### src/rtl/core/smft_pkg.sv
// ----------------------------------------------------------------------------
// smft_pkg
// Shared types and constants of the sparse matrix fast transpose block.
// ----------------------------------------------------------------------------
`default_nettype none

package smft_pkg;

  localparam int unsigned MaxTermsDef  = 64;
  localparam int unsigned MaxDimDef    = 16;
  localparam int unsigned ValueBitsDef = 16;

  localparam int unsigned CoordW = 4;
  localparam int unsigned RegW   = 5;
  localparam int unsigned ApbDw  = 32;
  localparam int unsigned ApbAw  = 3;

  localparam logic [RegW-1:0] DimReset = 5'd16;

  localparam logic RegNumRows = 1'b0;
  localparam logic RegNumCols = 1'b1;

  typedef struct packed {
    logic accept;
    logic clr_idx;
    logic prefix_step;
    logic scatter_issue;
    logic out_load;
    logic empty_load;
    logic clear_load;
  } smft_cmd_t;

  typedef struct packed {
    logic idx_last_dim;
    logic issue_done;
    logic pipe_busy;
    logic n_zero;
    logic idx_last_term;
    logic out_free;
  } smft_sts_t;

endpackage

`default_nettype wire

### src/rtl/core/sparse_matrix_fast_transpose.sv
// ----------------------------------------------------------------------------
// sparse_matrix_fast_transpose
// Loads sparse matrix triplets, transposes them by counting and scattering,
// and streams the transposed triplets in row-major order.
// ----------------------------------------------------------------------------
// Channel  | Handshake             | Payload
// ---------+-----------------------+------------------------------------------
// input    | in_valid_i/in_ready_o | in_present, in_row, in_col, in_value, in_last
// result   | res_valid_o/res_ready_i | out_valid, out_row, out_col, out_value,
//          |                       | out_last, dropped
// config   | APB psel/penable      | num_rows (0x0), col_dim (0x4)
//
// Input transactions are taken one per cycle while loading. The closing
// transaction starts a prefix pass over the column counters and, unless no
// term was kept, a scatter pass through the term RAM's registered read port.
// Results are then read one at a time from the transposed RAM's registered
// port into the output register. Reset needs no clearing pass. A stalled
// result holds the output register and the block waits until it is taken.
// ----------------------------------------------------------------------------
`default_nettype none

module sparse_matrix_fast_transpose import smft_pkg::*; #(
  parameter int unsigned MAX_TERMS  = MaxTermsDef,
  parameter int unsigned MAX_DIM    = MaxDimDef,
  parameter int unsigned VALUE_BITS = ValueBitsDef
) (
  input  wire logic                         clk_i,
  input  wire logic                         rst_ni,
  input  wire logic                         psel,
  input  wire logic                         penable,
  input  wire logic                         pwrite,
  input  wire logic [ApbAw-1:0]             paddr,
  input  wire logic [ApbDw-1:0]             pwdata,
  output      logic [ApbDw-1:0]             prdata,
  output      logic                         pready,
  input  wire logic                         in_valid_i,
  output      logic                         in_ready_o,
  input  wire logic                         in_present_i,
  input  wire logic [CoordW-1:0]            in_row_i,
  input  wire logic [CoordW-1:0]            in_col_i,
  input  wire logic signed [VALUE_BITS-1:0] in_value_i,
  input  wire logic                         in_last_i,
  output      logic                         res_valid_o,
  input  wire logic                         res_ready_i,
  output      logic                         out_valid_o,
  output      logic [CoordW-1:0]            out_row_o,
  output      logic [CoordW-1:0]            out_col_o,
  output      logic signed [VALUE_BITS-1:0] out_value_o,
  output      logic                         out_last_o,
  output      logic                         dropped_o
);

  logic [RegW-1:0] num_rows_q, col_dim_q;
  logic            reg_sel;
  logic            cfg_wr;
  smft_cmd_t       cmd;
  smft_sts_t       sts;

  assign pready  = 1'b1;
  assign reg_sel = paddr[2];
  assign cfg_wr  = psel && penable && pwrite;
  assign prdata  = (reg_sel == RegNumCols) ? ApbDw'(col_dim_q) : ApbDw'(num_rows_q);

  always_ff @(posedge clk_i or negedge rst_ni) begin
    if (!rst_ni) begin
      num_rows_q <= DimReset;
      col_dim_q  <= DimReset;
    end else if (cfg_wr) begin
      case (reg_sel)
        RegNumRows: num_rows_q <= pwdata[RegW-1:0];
        RegNumCols: col_dim_q  <= pwdata[RegW-1:0];
        default:    num_rows_q <= num_rows_q;
      endcase
    end
  end

  smft_ctrl u_ctrl (
    .clk_i      (clk_i),
    .rst_ni     (rst_ni),
    .in_valid_i (in_valid_i),
    .in_last_i  (in_last_i),
    .in_ready_o (in_ready_o),
    .sts_i      (sts),
    .cmd_o      (cmd)
  );

  smft_dp #(
    .MAX_TERMS  (MAX_TERMS),
    .MAX_DIM    (MAX_DIM),
    .VALUE_BITS (VALUE_BITS)
  ) u_dp (
    .clk_i        (clk_i),
    .rst_ni       (rst_ni),
    .cmd_i        (cmd),
    .sts_o        (sts),
    .num_rows_i   (num_rows_q),
    .col_dim_i    (col_dim_q),
    .in_present_i (in_present_i),
    .in_row_i     (in_row_i),
    .in_col_i     (in_col_i),
    .in_value_i   (in_value_i),
    .res_valid_o  (res_valid_o),
    .res_ready_i  (res_ready_i),
    .out_valid_o  (out_valid_o),
    .out_row_o    (out_row_o),
    .out_col_o    (out_col_o),
    .out_value_o  (out_value_o),
    .out_last_o   (out_last_o),
    .dropped_o    (dropped_o)
  );

endmodule

`default_nettype wire

### src/rtl/core/smft_ram.sv
// ----------------------------------------------------------------------------
// smft_ram
// Generic RAM with one write port and one registered read port.
// ----------------------------------------------------------------------------
`default_nettype none

module smft_ram #(
  parameter int unsigned WIDTH = 24,
  parameter int unsigned DEPTH = 64
) (
  input  wire logic                     clk_i,
  input  wire logic                     we_i,
  input  wire logic [$clog2(DEPTH)-1:0] waddr_i,
  input  wire logic [WIDTH-1:0]         wdata_i,
  input  wire logic [$clog2(DEPTH)-1:0] raddr_i,
  output      logic [WIDTH-1:0]         rdata_o
);

  logic [WIDTH-1:0] mem_q [DEPTH];

  always_ff @(posedge clk_i) begin
    if (we_i) begin
      mem_q[waddr_i] <= wdata_i;
    end
    rdata_o <= mem_q[raddr_i];
  end

endmodule

`default_nettype wire

### src/rtl/core/smft_ctrl.sv
// ----------------------------------------------------------------------------
// smft_ctrl
// Controller that sequences load, prefix, scatter and output phases.
// ----------------------------------------------------------------------------
`default_nettype none

module smft_ctrl import smft_pkg::*; (
  input  wire logic      clk_i,
  input  wire logic      rst_ni,
  input  wire logic      in_valid_i,
  input  wire logic      in_last_i,
  output      logic      in_ready_o,
  input  wire smft_sts_t sts_i,
  output      smft_cmd_t cmd_o
);

  localparam logic [2:0] StLoad    = 3'd0;
  localparam logic [2:0] StPrefix  = 3'd1;
  localparam logic [2:0] StScatter = 3'd2;
  localparam logic [2:0] StRead    = 3'd3;
  localparam logic [2:0] StOut     = 3'd4;
  localparam logic [2:0] StEmpty   = 3'd5;

  logic [2:0] state_q, state_d;

  always_comb begin
    state_d    = state_q;
    cmd_o      = '0;
    in_ready_o = 1'b0;
    case (state_q)
      StLoad: begin
        in_ready_o    = 1'b1;
        cmd_o.clr_idx = 1'b1;
        cmd_o.accept  = in_valid_i;
        if (in_valid_i && in_last_i) begin
          state_d = StPrefix;
        end
      end
      StPrefix: begin
        cmd_o.prefix_step = 1'b1;
        if (sts_i.idx_last_dim) begin
          cmd_o.clr_idx = 1'b1;
          state_d       = sts_i.n_zero ? StEmpty : StScatter;
        end
      end
      StScatter: begin
        if (!sts_i.issue_done) begin
          cmd_o.scatter_issue = 1'b1;
        end else if (!sts_i.pipe_busy) begin
          cmd_o.clr_idx = 1'b1;
          state_d       = StRead;
        end
      end
      StRead: begin
        state_d = StOut;
      end
      StOut: begin
        if (sts_i.out_free) begin
          cmd_o.out_load = 1'b1;
          if (sts_i.idx_last_term) begin
            cmd_o.clear_load = 1'b1;
            state_d          = StLoad;
          end else begin
            state_d = StRead;
          end
        end
      end
      StEmpty: begin
        if (sts_i.out_free) begin
          cmd_o.empty_load = 1'b1;
          cmd_o.clear_load = 1'b1;
          state_d          = StLoad;
        end
      end
      default: begin
        state_d = StLoad;
      end
    endcase
  end

  always_ff @(posedge clk_i or negedge rst_ni) begin
    if (!rst_ni) begin
      state_q <= StLoad;
    end else begin
      state_q <= state_d;
    end
  end

endmodule

`default_nettype wire

### src/rtl/core/smft_dp.sv
// ----------------------------------------------------------------------------
// smft_dp
// Datapath: term stores, column counters, prefix sum and result register.
// ----------------------------------------------------------------------------
`default_nettype none

module smft_dp import smft_pkg::*; #(
  parameter int unsigned MAX_TERMS  = MaxTermsDef,
  parameter int unsigned MAX_DIM    = MaxDimDef,
  parameter int unsigned VALUE_BITS = ValueBitsDef
) (
  input  wire logic                         clk_i,
  input  wire logic                         rst_ni,
  input  wire smft_cmd_t                    cmd_i,
  output      smft_sts_t                    sts_o,
  input  wire logic [RegW-1:0]              num_rows_i,
  input  wire logic [RegW-1:0]              col_dim_i,
  input  wire logic                         in_present_i,
  input  wire logic [CoordW-1:0]            in_row_i,
  input  wire logic [CoordW-1:0]            in_col_i,
  input  wire logic signed [VALUE_BITS-1:0] in_value_i,
  output      logic                         res_valid_o,
  input  wire logic                         res_ready_i,
  output      logic                         out_valid_o,
  output      logic [CoordW-1:0]            out_row_o,
  output      logic [CoordW-1:0]            out_col_o,
  output      logic signed [VALUE_BITS-1:0] out_value_o,
  output      logic                         out_last_o,
  output      logic                         dropped_o
);

  localparam int unsigned CntW   = $clog2(MAX_TERMS + 1);
  localparam int unsigned AddrW  = $clog2(MAX_TERMS);
  localparam int unsigned DimW   = $clog2(MAX_DIM);
  localparam int unsigned IdxMax = (MAX_TERMS > MAX_DIM) ? MAX_TERMS : MAX_DIM;
  localparam int unsigned IdxW   = $clog2(IdxMax + 1);
  localparam int unsigned LimW   = ($clog2(MAX_DIM + 1) > RegW) ? $clog2(MAX_DIM + 1) : RegW;
  localparam int unsigned EntW   = 2 * CoordW + VALUE_BITS;

  logic [CntW-1:0] counts_q [MAX_DIM];
  logic [CntW-1:0] term_cnt_q;
  logic [CntW-1:0] run_q;
  logic [IdxW-1:0] idx_q;
  logic            drop_q;
  logic            scat_v_q;

  logic [LimW-1:0]  lim_rows, lim_cols;
  logic             term_ok;
  logic [DimW-1:0]  ld_col, sc_col, pf_col;
  logic [EntW-1:0]  term_rd, trans_rd;
  logic [EntW-1:0]  term_wd, trans_wd;
  logic [AddrW-1:0] rd_addr, trans_wa;

  assign lim_rows = (LimW'(num_rows_i) > LimW'(MAX_DIM)) ? LimW'(MAX_DIM) : LimW'(num_rows_i);
  assign lim_cols = (LimW'(col_dim_i) > LimW'(MAX_DIM)) ? LimW'(MAX_DIM) : LimW'(col_dim_i);

  assign term_ok = in_present_i && (LimW'(in_row_i) < lim_rows) &&
                   (LimW'(in_col_i) < lim_cols) && (term_cnt_q < CntW'(MAX_TERMS));

  assign ld_col   = DimW'(in_col_i);
  assign sc_col   = DimW'(term_rd[EntW-CoordW-1 -: CoordW]);
  assign pf_col   = idx_q[DimW-1:0];
  assign rd_addr  = idx_q[AddrW-1:0];
  assign trans_wa = counts_q[sc_col][AddrW-1:0];
  assign term_wd  = {in_row_i, in_col_i, in_value_i};
  assign trans_wd = {term_rd[EntW-CoordW-1 -: CoordW], term_rd[EntW-1 -: CoordW],
                     term_rd[VALUE_BITS-1:0]};

  smft_ram #(
    .WIDTH (EntW),
    .DEPTH (MAX_TERMS)
  ) u_term_ram (
    .clk_i   (clk_i),
    .we_i    (cmd_i.accept && term_ok),
    .waddr_i (term_cnt_q[AddrW-1:0]),
    .wdata_i (term_wd),
    .raddr_i (rd_addr),
    .rdata_o (term_rd)
  );

  smft_ram #(
    .WIDTH (EntW),
    .DEPTH (MAX_TERMS)
  ) u_trans_ram (
    .clk_i   (clk_i),
    .we_i    (scat_v_q),
    .waddr_i (trans_wa),
    .wdata_i (trans_wd),
    .raddr_i (rd_addr),
    .rdata_o (trans_rd)
  );

  always_ff @(posedge clk_i or negedge rst_ni) begin
    if (!rst_ni) begin
      for (int i = 0; i < MAX_DIM; i++) begin
        counts_q[i] <= '0;
      end
      term_cnt_q <= '0;
      drop_q     <= 1'b0;
      run_q      <= '0;
      idx_q      <= '0;
      scat_v_q   <= 1'b0;
    end else begin
      scat_v_q <= cmd_i.scatter_issue;

      if (cmd_i.clear_load) begin
        for (int i = 0; i < MAX_DIM; i++) begin
          counts_q[i] <= '0;
        end
      end else if (cmd_i.accept && term_ok) begin
        counts_q[ld_col] <= counts_q[ld_col] + 1'b1;
      end else if (cmd_i.prefix_step) begin
        counts_q[pf_col] <= run_q;
      end else if (scat_v_q) begin
        counts_q[sc_col] <= counts_q[sc_col] + 1'b1;
      end

      if (cmd_i.clear_load) begin
        term_cnt_q <= '0;
        drop_q     <= 1'b0;
      end else if (cmd_i.accept && in_present_i) begin
        if (term_ok) begin
          term_cnt_q <= term_cnt_q + 1'b1;
        end else begin
          drop_q <= 1'b1;
        end
      end

      if (cmd_i.clr_idx) begin
        run_q <= '0;
      end else if (cmd_i.prefix_step) begin
        run_q <= run_q + counts_q[pf_col];
      end

      if (cmd_i.clr_idx) begin
        idx_q <= '0;
      end else if (cmd_i.prefix_step || cmd_i.scatter_issue || cmd_i.out_load) begin
        idx_q <= idx_q + 1'b1;
      end
    end
  end

  always_ff @(posedge clk_i or negedge rst_ni) begin
    if (!rst_ni) begin
      res_valid_o <= 1'b0;
    end else if (cmd_i.out_load || cmd_i.empty_load) begin
      res_valid_o <= 1'b1;
    end else if (res_ready_i) begin
      res_valid_o <= 1'b0;
    end
  end

  always_ff @(posedge clk_i) begin
    if (cmd_i.out_load) begin
      out_valid_o <= 1'b1;
      out_row_o   <= trans_rd[EntW-1 -: CoordW];
      out_col_o   <= trans_rd[EntW-CoordW-1 -: CoordW];
      out_value_o <= trans_rd[VALUE_BITS-1:0];
      out_last_o  <= sts_o.idx_last_term;
      dropped_o   <= sts_o.idx_last_term && drop_q;
    end else if (cmd_i.empty_load) begin
      out_valid_o <= 1'b0;
      out_row_o   <= '0;
      out_col_o   <= '0;
      out_value_o <= '0;
      out_last_o  <= 1'b1;
      dropped_o   <= drop_q;
    end
  end

  always_comb begin
    sts_o.idx_last_dim  = (idx_q == IdxW'(MAX_DIM - 1));
    sts_o.issue_done    = (idx_q == IdxW'(term_cnt_q));
    sts_o.pipe_busy     = scat_v_q;
    sts_o.n_zero        = (term_cnt_q == '0);
    sts_o.idx_last_term = ((idx_q + 1'b1) == IdxW'(term_cnt_q));
    sts_o.out_free      = !res_valid_o || res_ready_i;
  end

endmodule

`default_nettype wire

### config.mk
export PLATFORM = sky130hd
export DESIGN_NAME = sparse_matrix_fast_transpose
export DESIGN_NICKNAME = d
export VERILOG_FILES = /design/src/rtl/core/smft_pkg.sv /design/src/rtl/core/sparse_matrix_fast_transpose.sv /design/src/rtl/core/smft_ram.sv /design/src/rtl/core/smft_ctrl.sv /design/src/rtl/core/smft_dp.sv
export SDC_FILE = /design/constraint.sdc
export NUM_CORES = 2
export LEC_CHECK = 0
export ABC_CLOCK_PERIOD_IN_PS = 5200
export BUFFER_PORTS_ARGS = -buffer_cell sky130_fd_sc_hd__buf_2
export CAP_MARGIN = 30
export CORE_ASPECT_RATIO = 1.1
export CORE_MARGIN = 2
export CORE_UTILIZATION = 62
export DETAILED_ROUTE_END_ITERATION = 6
export PLACE_DENSITY = 0.78
export SLEW_MARGIN = 25
export SYNTH_ARGS = -nofsm -noshare
export SYNTH_HDL_FRONTEND = slang
export SYNTH_SLANG_ARGS = --single-unit
### constraint.sdc
create_clock -name clk_i -period 5.2 [get_ports clk_i]
set_input_delay 0.26 -clock clk_i [delete_from_list [all_inputs] [get_ports clk_i]]
set_output_delay 0.26 -clock clk_i [all_outputs]
set_load 0.1 [all_outputs]
Yosys cells after proc, flatten, opt, wreduce, memory -nomap -nowiden

Memory sizes are Yosys's and may differ from the RTL's. A register that Yosys moved wholly into a read port is not among the register bits.
Cells that the tools add are included.

Memories kept: 2
Word-level logic and storage cells: 174
Output and inout port bits: 62
Memory bits (writable): 3,072
Register bits: 176
Input port bits: 68

Add/sub/neg operators: 5
Order comparisons: 11
Reductions and logical operators: 31
Equality and inequality tests: 15
Bitwise gates (word level): 4
Mux-type cells: 75

Memory list:

| name                   | words | width | read ports | clocked after memory_dff | write ports | RTL line       | text |
|---|---|---|---|---|---|---|---|
| u_dp.u_term_ram.mem_q  | 64    | 24    | 1          | 1                        | 1           | smft_ram.sv:19 | `logic [WIDTH-1:0] mem_q [DEPTH];` |
| u_dp.u_trans_ram.mem_q | 64    | 24    | 1          | 1                        | 1           | smft_ram.sv:19 |  |

Operators by type and width:

| cell                                                                          | number |
|---|---|
| 112-bit two-way mux                                                           | 4 |
| 112-bit bitwise mux                                                           | 3 |
| 7-bit two-way mux                                                             | 16 |
| 7-bit binary-select mux with 4-bit select                                     | 3 |
| 7-bit demux with 4-bit select                                                 | 3 |
| 16-bit two-way mux                                                            | 2 |
| 7-bit by 1-bit adder with 7-bit output (second input constant)                | 4 |
| 1-bit two-way mux                                                             | 26 |
| 3-bit two-way mux                                                             | 7 |
| 3-bit one-hot mux with 6 select lines                                         | 1 |
| 5-bit greater-or-equal comparator (second input constant)                     | 3 |
| 5-bit by 1-bit less-than comparator with 1-bit output (second input constant) | 3 |
| 5-bit two-way mux                                                             | 3 |
| 4-bit NOT with 5-bit output                                                   | 3 |
| 7-bit == test                                                                 | 2 |
| 1-bit logical AND                                                             | 12 |
| 4-bit two-way mux                                                             | 3 |
| 2-bit nonzero test                                                            | 6 |
| 5-bit > comparator (second input constant)                                    | 2 |
| 4-bit by 5-bit less-than comparator with 1-bit output                         | 2 |
| 2-bit inequality test (second input constant)                                 | 5 |
| 2-bit AND reduction                                                           | 4 |
| 7-bit adder                                                                   | 1 |
| 7-bit by 4-bit == test with 1-bit output (second input constant)              | 1 |
| other kinds (15)                                                              | 22 |

Longest topological paths before layout

Word-level depth: 10
Depth in mapped cells: 17

Hierarchy

A second synthesis with hierarchy kept.

Cell total of the unflattened synthesis: 6,481
Area total of the unflattened synthesis: 130,885.5 µm²

By module, submodules not included:

| module                       | sequential area each (µm²) | times used | area each (µm²) | cells each |
|---|---|---|---|---|
| smft_ram                     | 46,604.7                   | 2          | 59,295.6        | 2,610 |
| smft_dp                      | 3,778.6                    | 1          | 11,279.6        | 1,161 |
| sparse_matrix_fast_transpose | 252.7                      | 1          | 686.9           | 58 |
| smft_ctrl                    | 75.1                       | 1          | 327.8           | 42 |

Least setup slack after synthesis

OpenSTA, ideal clock, no wires.

Kind: flip-flop to flip-flop
Start: register u_ctrl.state_q[1]
End: memory u_dp.u_term_ram.mem_q[10][0] (enable)
Data required time: 4.795 ns
Setup slack: 0.441 ns
Cell stages (with the launch flop): 11
Arrival time: 4.354 ns
Cells stage by stage: dfrtp_1 -> buf_2 -> nor3_2 -> nand2_1 -> nor3_1 -> and3_1 -> buf_2 -> buf_2 -> buf_1 -> nand3_1 -> nor2_1

Longest elaborated chain between the ends: 5

Ends and longest elaborated chain:

| what                                    | RTL line        | text |
|---|---|---|
| start, declared                         | smft_ctrl.sv:24 | `logic [2:0] state_q, state_d;` |
| start signal, assigned                  | smft_ctrl.sv:83 | `state_q <= StLoad;` |
| start signal, assigned                  | smft_ctrl.sv:85 | `state_q <= state_d;` |
| 3-bit zero test                         | smft_ctrl.sv:30 | `case (state_q)` |
| 1-bit two-way mux                       | smft_ctrl.sv:30 |  |
| 1-bit logical AND                       | smft_dp.sv:74   | `.we_i (cmd_i.accept && term_ok),` |
| 1-bit two-way mux                       | smft_ram.sv:22  | `if (we_i) begin` |
| 1-bit two-way mux (not written as such) | smft_ram.sv:23  | `mem_q[waddr_i] <= wdata_i;` |
| end, declared                           | smft_ram.sv:19  |  |

No other way between the ends.

Worst setup path in the final report

Start: register u_dp.u_term_ram.rdata_o[16] (read register of u_dp.u_term_ram.mem_q)
End: memory u_dp.u_trans_ram.mem_q[12][6] (enable)

Longest elaborated chain between the ends: 4

Ends and longest elaborated chain:

| what                                              | RTL line       | text |
|---|---|---|
| start, declared                                   | smft_ram.sv:16 | `output logic [WIDTH-1:0] rdata_o` |
| 4-bit NOT with 5-bit output (not written as such) | smft_dp.sv:64  | `assign trans_wa = counts_q[sc_col][AddrW-1:0];` |
| 7-bit binary-select mux with 4-bit select         | smft_dp.sv:64  |  |
| 7-bit two-way mux (2 in a row)                    | --             |  |
| end, declared                                     | smft_ram.sv:19 |  |

No other way between the ends. The select of a mux whose other input is x is not followed.

==> results.md <==
- Status: finished with violations
- Failing checks: design-rule violations
- Clock root buffer: clkbuf_16
- Setup violators final: 0
- Leakage: 0.04483 uW
- GRT Overall Usage: 34.41%
- Post-DR vias/cell: 7.385
- Crit path DAT: 5.09 ns
- Design area: 145300 um^2
- Tmin final: 4.518 ns
- Final ANT Viol Nets: 0
- DRT iter0 DRCs: 10314
- First-pass GRT wire length: 510900 um
- Main synth FF type: edfxtp_1
- Total CTS buffers: 323
- CTS H-tree depth: 5
- First drt pass iteration count: 7
- Fin Clk Skew: 0.09736 ns
- Vias in the first global route: 67570
- Synthesized area: 129900 um^2
- # rows: 176
- Filler cells: 11414
- Post-synth ARST share: 4.026%
- Commonest cells in the netlist: 3098 x edfxtp_1, 1088 x mux4_2, 246 x clkbuf_1
- Crit end category: register
- Clock transition at path regs: 0.06 ns
- #FFs+latches synth: 3279
- Port-buffer cells: 72
- Placed Area: 134900 um^2
- Fmax: 0.2213 GHz
- Clk_lat worst skew: 0.98 ns
- Multi-input gate area: 31380 um^2
- DIE AREA: 213300 um^2
- Final HPWL DP: 181800 um
- DRC Markers: 2
- Gpl congestion: 0.9171
- CTS Hold Bufs: 34
- Crit path kind: reg2reg
- Synth top area cells: edfxtp_1 72%, mux4_2 19%, dfrtp_1 2.5%
- Setup Slack @ Placement: 0.8016 ns
- Drt total wl: 363000 um
- YS warnings: 0
- GRT overflow: 0
- Sequential share of the synthesized area: 74.89%
- Post-synthesis cell type count: 75
- Setup slack after layout: 0.6822 ns
- Utilization after layout: 69.61%
- Crit-path max FO: 49
- Final Hold Violating Endpoints: 0
- Top-area cell type share of the netlist area: 71.59%
- Pin count of the biggest net entering global routing: 117
- Core area: 208800 um^2
- RSZ-0062 raised after global routing: no
- EDFF count, synth: 3098
- Post-cts resize count: 0
- # nets final: 6181
- TritonCTS clock tree: done
- Synthesized instance count: 5798
- Final slew viol count: 0
- Rel. slew slack: 28.13%
- Initial core utilization: 62.24%
- Register area: 97380 um^2
- Peak VDD IR: 0.5315 mV
- Reported max-cap violation count: 0
- Startpoint types: register
- DIE WIDTH: 440.5 um
- Setup TNS: 0 ns
- Total I/O pin count: 130
- Clk buf depth: 4
- PwrDens: 496.3 nW/um^2
- Layout area overhead: 11.83%
- Worst EP required: 5.77 ns
- Overall via count from detail_route: 67149
- Largest area contributor in the netlist: edfxtp_1
- Fraction of layout cells with a size suffix above 1: 32.72%
- Initial antenna violation count: 34
- CTS Sinks: 3279
- Routed len/inst: 39.92 um
- Post-CTS setup buffer count: 0
- Crit share post-route: 86.88%
- Count leader, synth: edfxtp_1
- Hold WS: 0.1331 ns
- Mapped Avg Cell Area: 22.41 um^2
- Die Ht: 484.1 um
- Worst Hold Class: in2async
- Worst-Margin Slew: 1.075 ns
==> sequential cells by signal, summed over array words and instances, names as in the netlist <==
| register | flops |
|---|---|
| u_dp.u_trans_ram.rdata_o | 24 |
| u_dp.u_trans_ram.mem_q | 1536 |
| num_rows_q | 5 |
| u_dp.out_row_o | 4 |
| u_dp.scat_v_q | 1 |
| u_dp.run_q | 6 |
| u_dp.drop_q | 1 |
| u_dp.counts_q | 96 |
| u_dp.idx_q | 7 |
| u_dp.u_term_ram.mem_q | 1536 |
| u_dp.res_valid_o | 1 |
| u_ctrl.state_q | 3 |
| u_dp.u_term_ram.rdata_o | 24 |
| u_dp.out_value_o | 16 |
| u_dp.term_cnt_q | 7 |
| u_dp.out_last_o | 1 |
| u_dp.out_valid_o | 1 |
| col_dim_q | 5 |
| u_dp.out_col_o | 4 |
| u_dp.dropped_o | 1 |
==> routing by layer <==
layer / global-route usage, % / up-vias / wire, um
met5: 0 / - / 192
met4: 18.59 / 28 / 23840
met3: 7.247 / 1166 / 39140
met2: 56.73 / 5539 / 184400
met1: 43.24 / 35174 / 115400
li1: - / 25242 / -
==> critical path, cell delays in order (launching register included) <==
cell and delay (ns):
dfxtp_4 0.90, mux4_2 0.64, a22oi_1 0.51, nand2_1 0.31, nor2b_1 0.26, nand3_1 0.68
nor2_4 0.33, buf_4 0.47
==> path summary, 6_finish.rpt <==
path,start,endpoint,slack [ns],cells past startpoint
min in group clk_i,pwdata[1],col_dim_q[1],0.13,3
max in group asynchronous,rst_ni,col_dim_q[4],3.93,3
hold / removal,rst_ni,u_dp.run_q[2],0.13,2
setup reg to reg,u_dp.u_term_ram.rdata_o[16],u_dp.u_trans_ram.mem_q[12][6],0.68,7
setup / recovery,u_dp.u_term_ram.rdata_o[16],u_dp.u_trans_ram.mem_q[12][6],0.68,7
hold reg to reg,u_dp.u_trans_ram.rdata_o[19],u_dp.out_col_o[3],0.52,1
==> cell families (layout without fill, tap and decap cells) <==
| logic type | Yosys count | in the layout | synth area share, % |
|---|---|---|---|
| compound gates | 382 | 382 | 2.297 |
| fa+ha+maj | 20 | 20 | 0.1984 |
| mux | 1104 | 1104 | 19.00 |
| other cells | 2 | 38 | 0.005780 |
| xor+xnor | 31 | 31 | 0.2234 |
| simple gates | 550 | 550 | 1.935 |
| buf+inv | 430 | 930 | 1.452 |
| flops | 3279 | 3279 | 74.89 |
==> where the power goes <==
part           switching, uW  internal [uW]
clock                   9910          12800
sequential               980          31300
combinational          10600           6530
==> stage by stage <==
step           instances  power (uW)
6_report            9093       72120
5_1_grt             9084       73740
4_1_cts             9074       72050
3_5_place_dp        8484       49310
3_3_place_gp        8473       48860
2_1_floorplan       5824       43620
==> layout by cell type, fill, tap and decap left out, types with 43 or more instances in the layout <==
master / n
edfxtp_1: 3098
mux4_2: 1088
clkbuf_16: 329
buf_4: 229
nand2_1: 165
dfrtp_1: 124
nor2_2: 90
a31oi_1: 85
nor2_1: 75
o31ai_1: 71
clkbuf_1: 71
a221oi_1: 70
buf_2: 64
clkinv_1: 53
clkinv_2: 49
and2_1: 43
==> final cells by class <==
cell class	instances	share of cell area [%]
Tap cell	2759	2.376
Sequential cell	3279	67.01
Antenna cell	10	0.01722
Clock buffer	416	6.001
Timing Repair Buffer	367	2.137
Clock inverter	140	0.8395
Inverter	7	0.01808
Multi-Input combinational cell	2115	21.60
No activity file was read; power rests on OpenSTA's default activity.
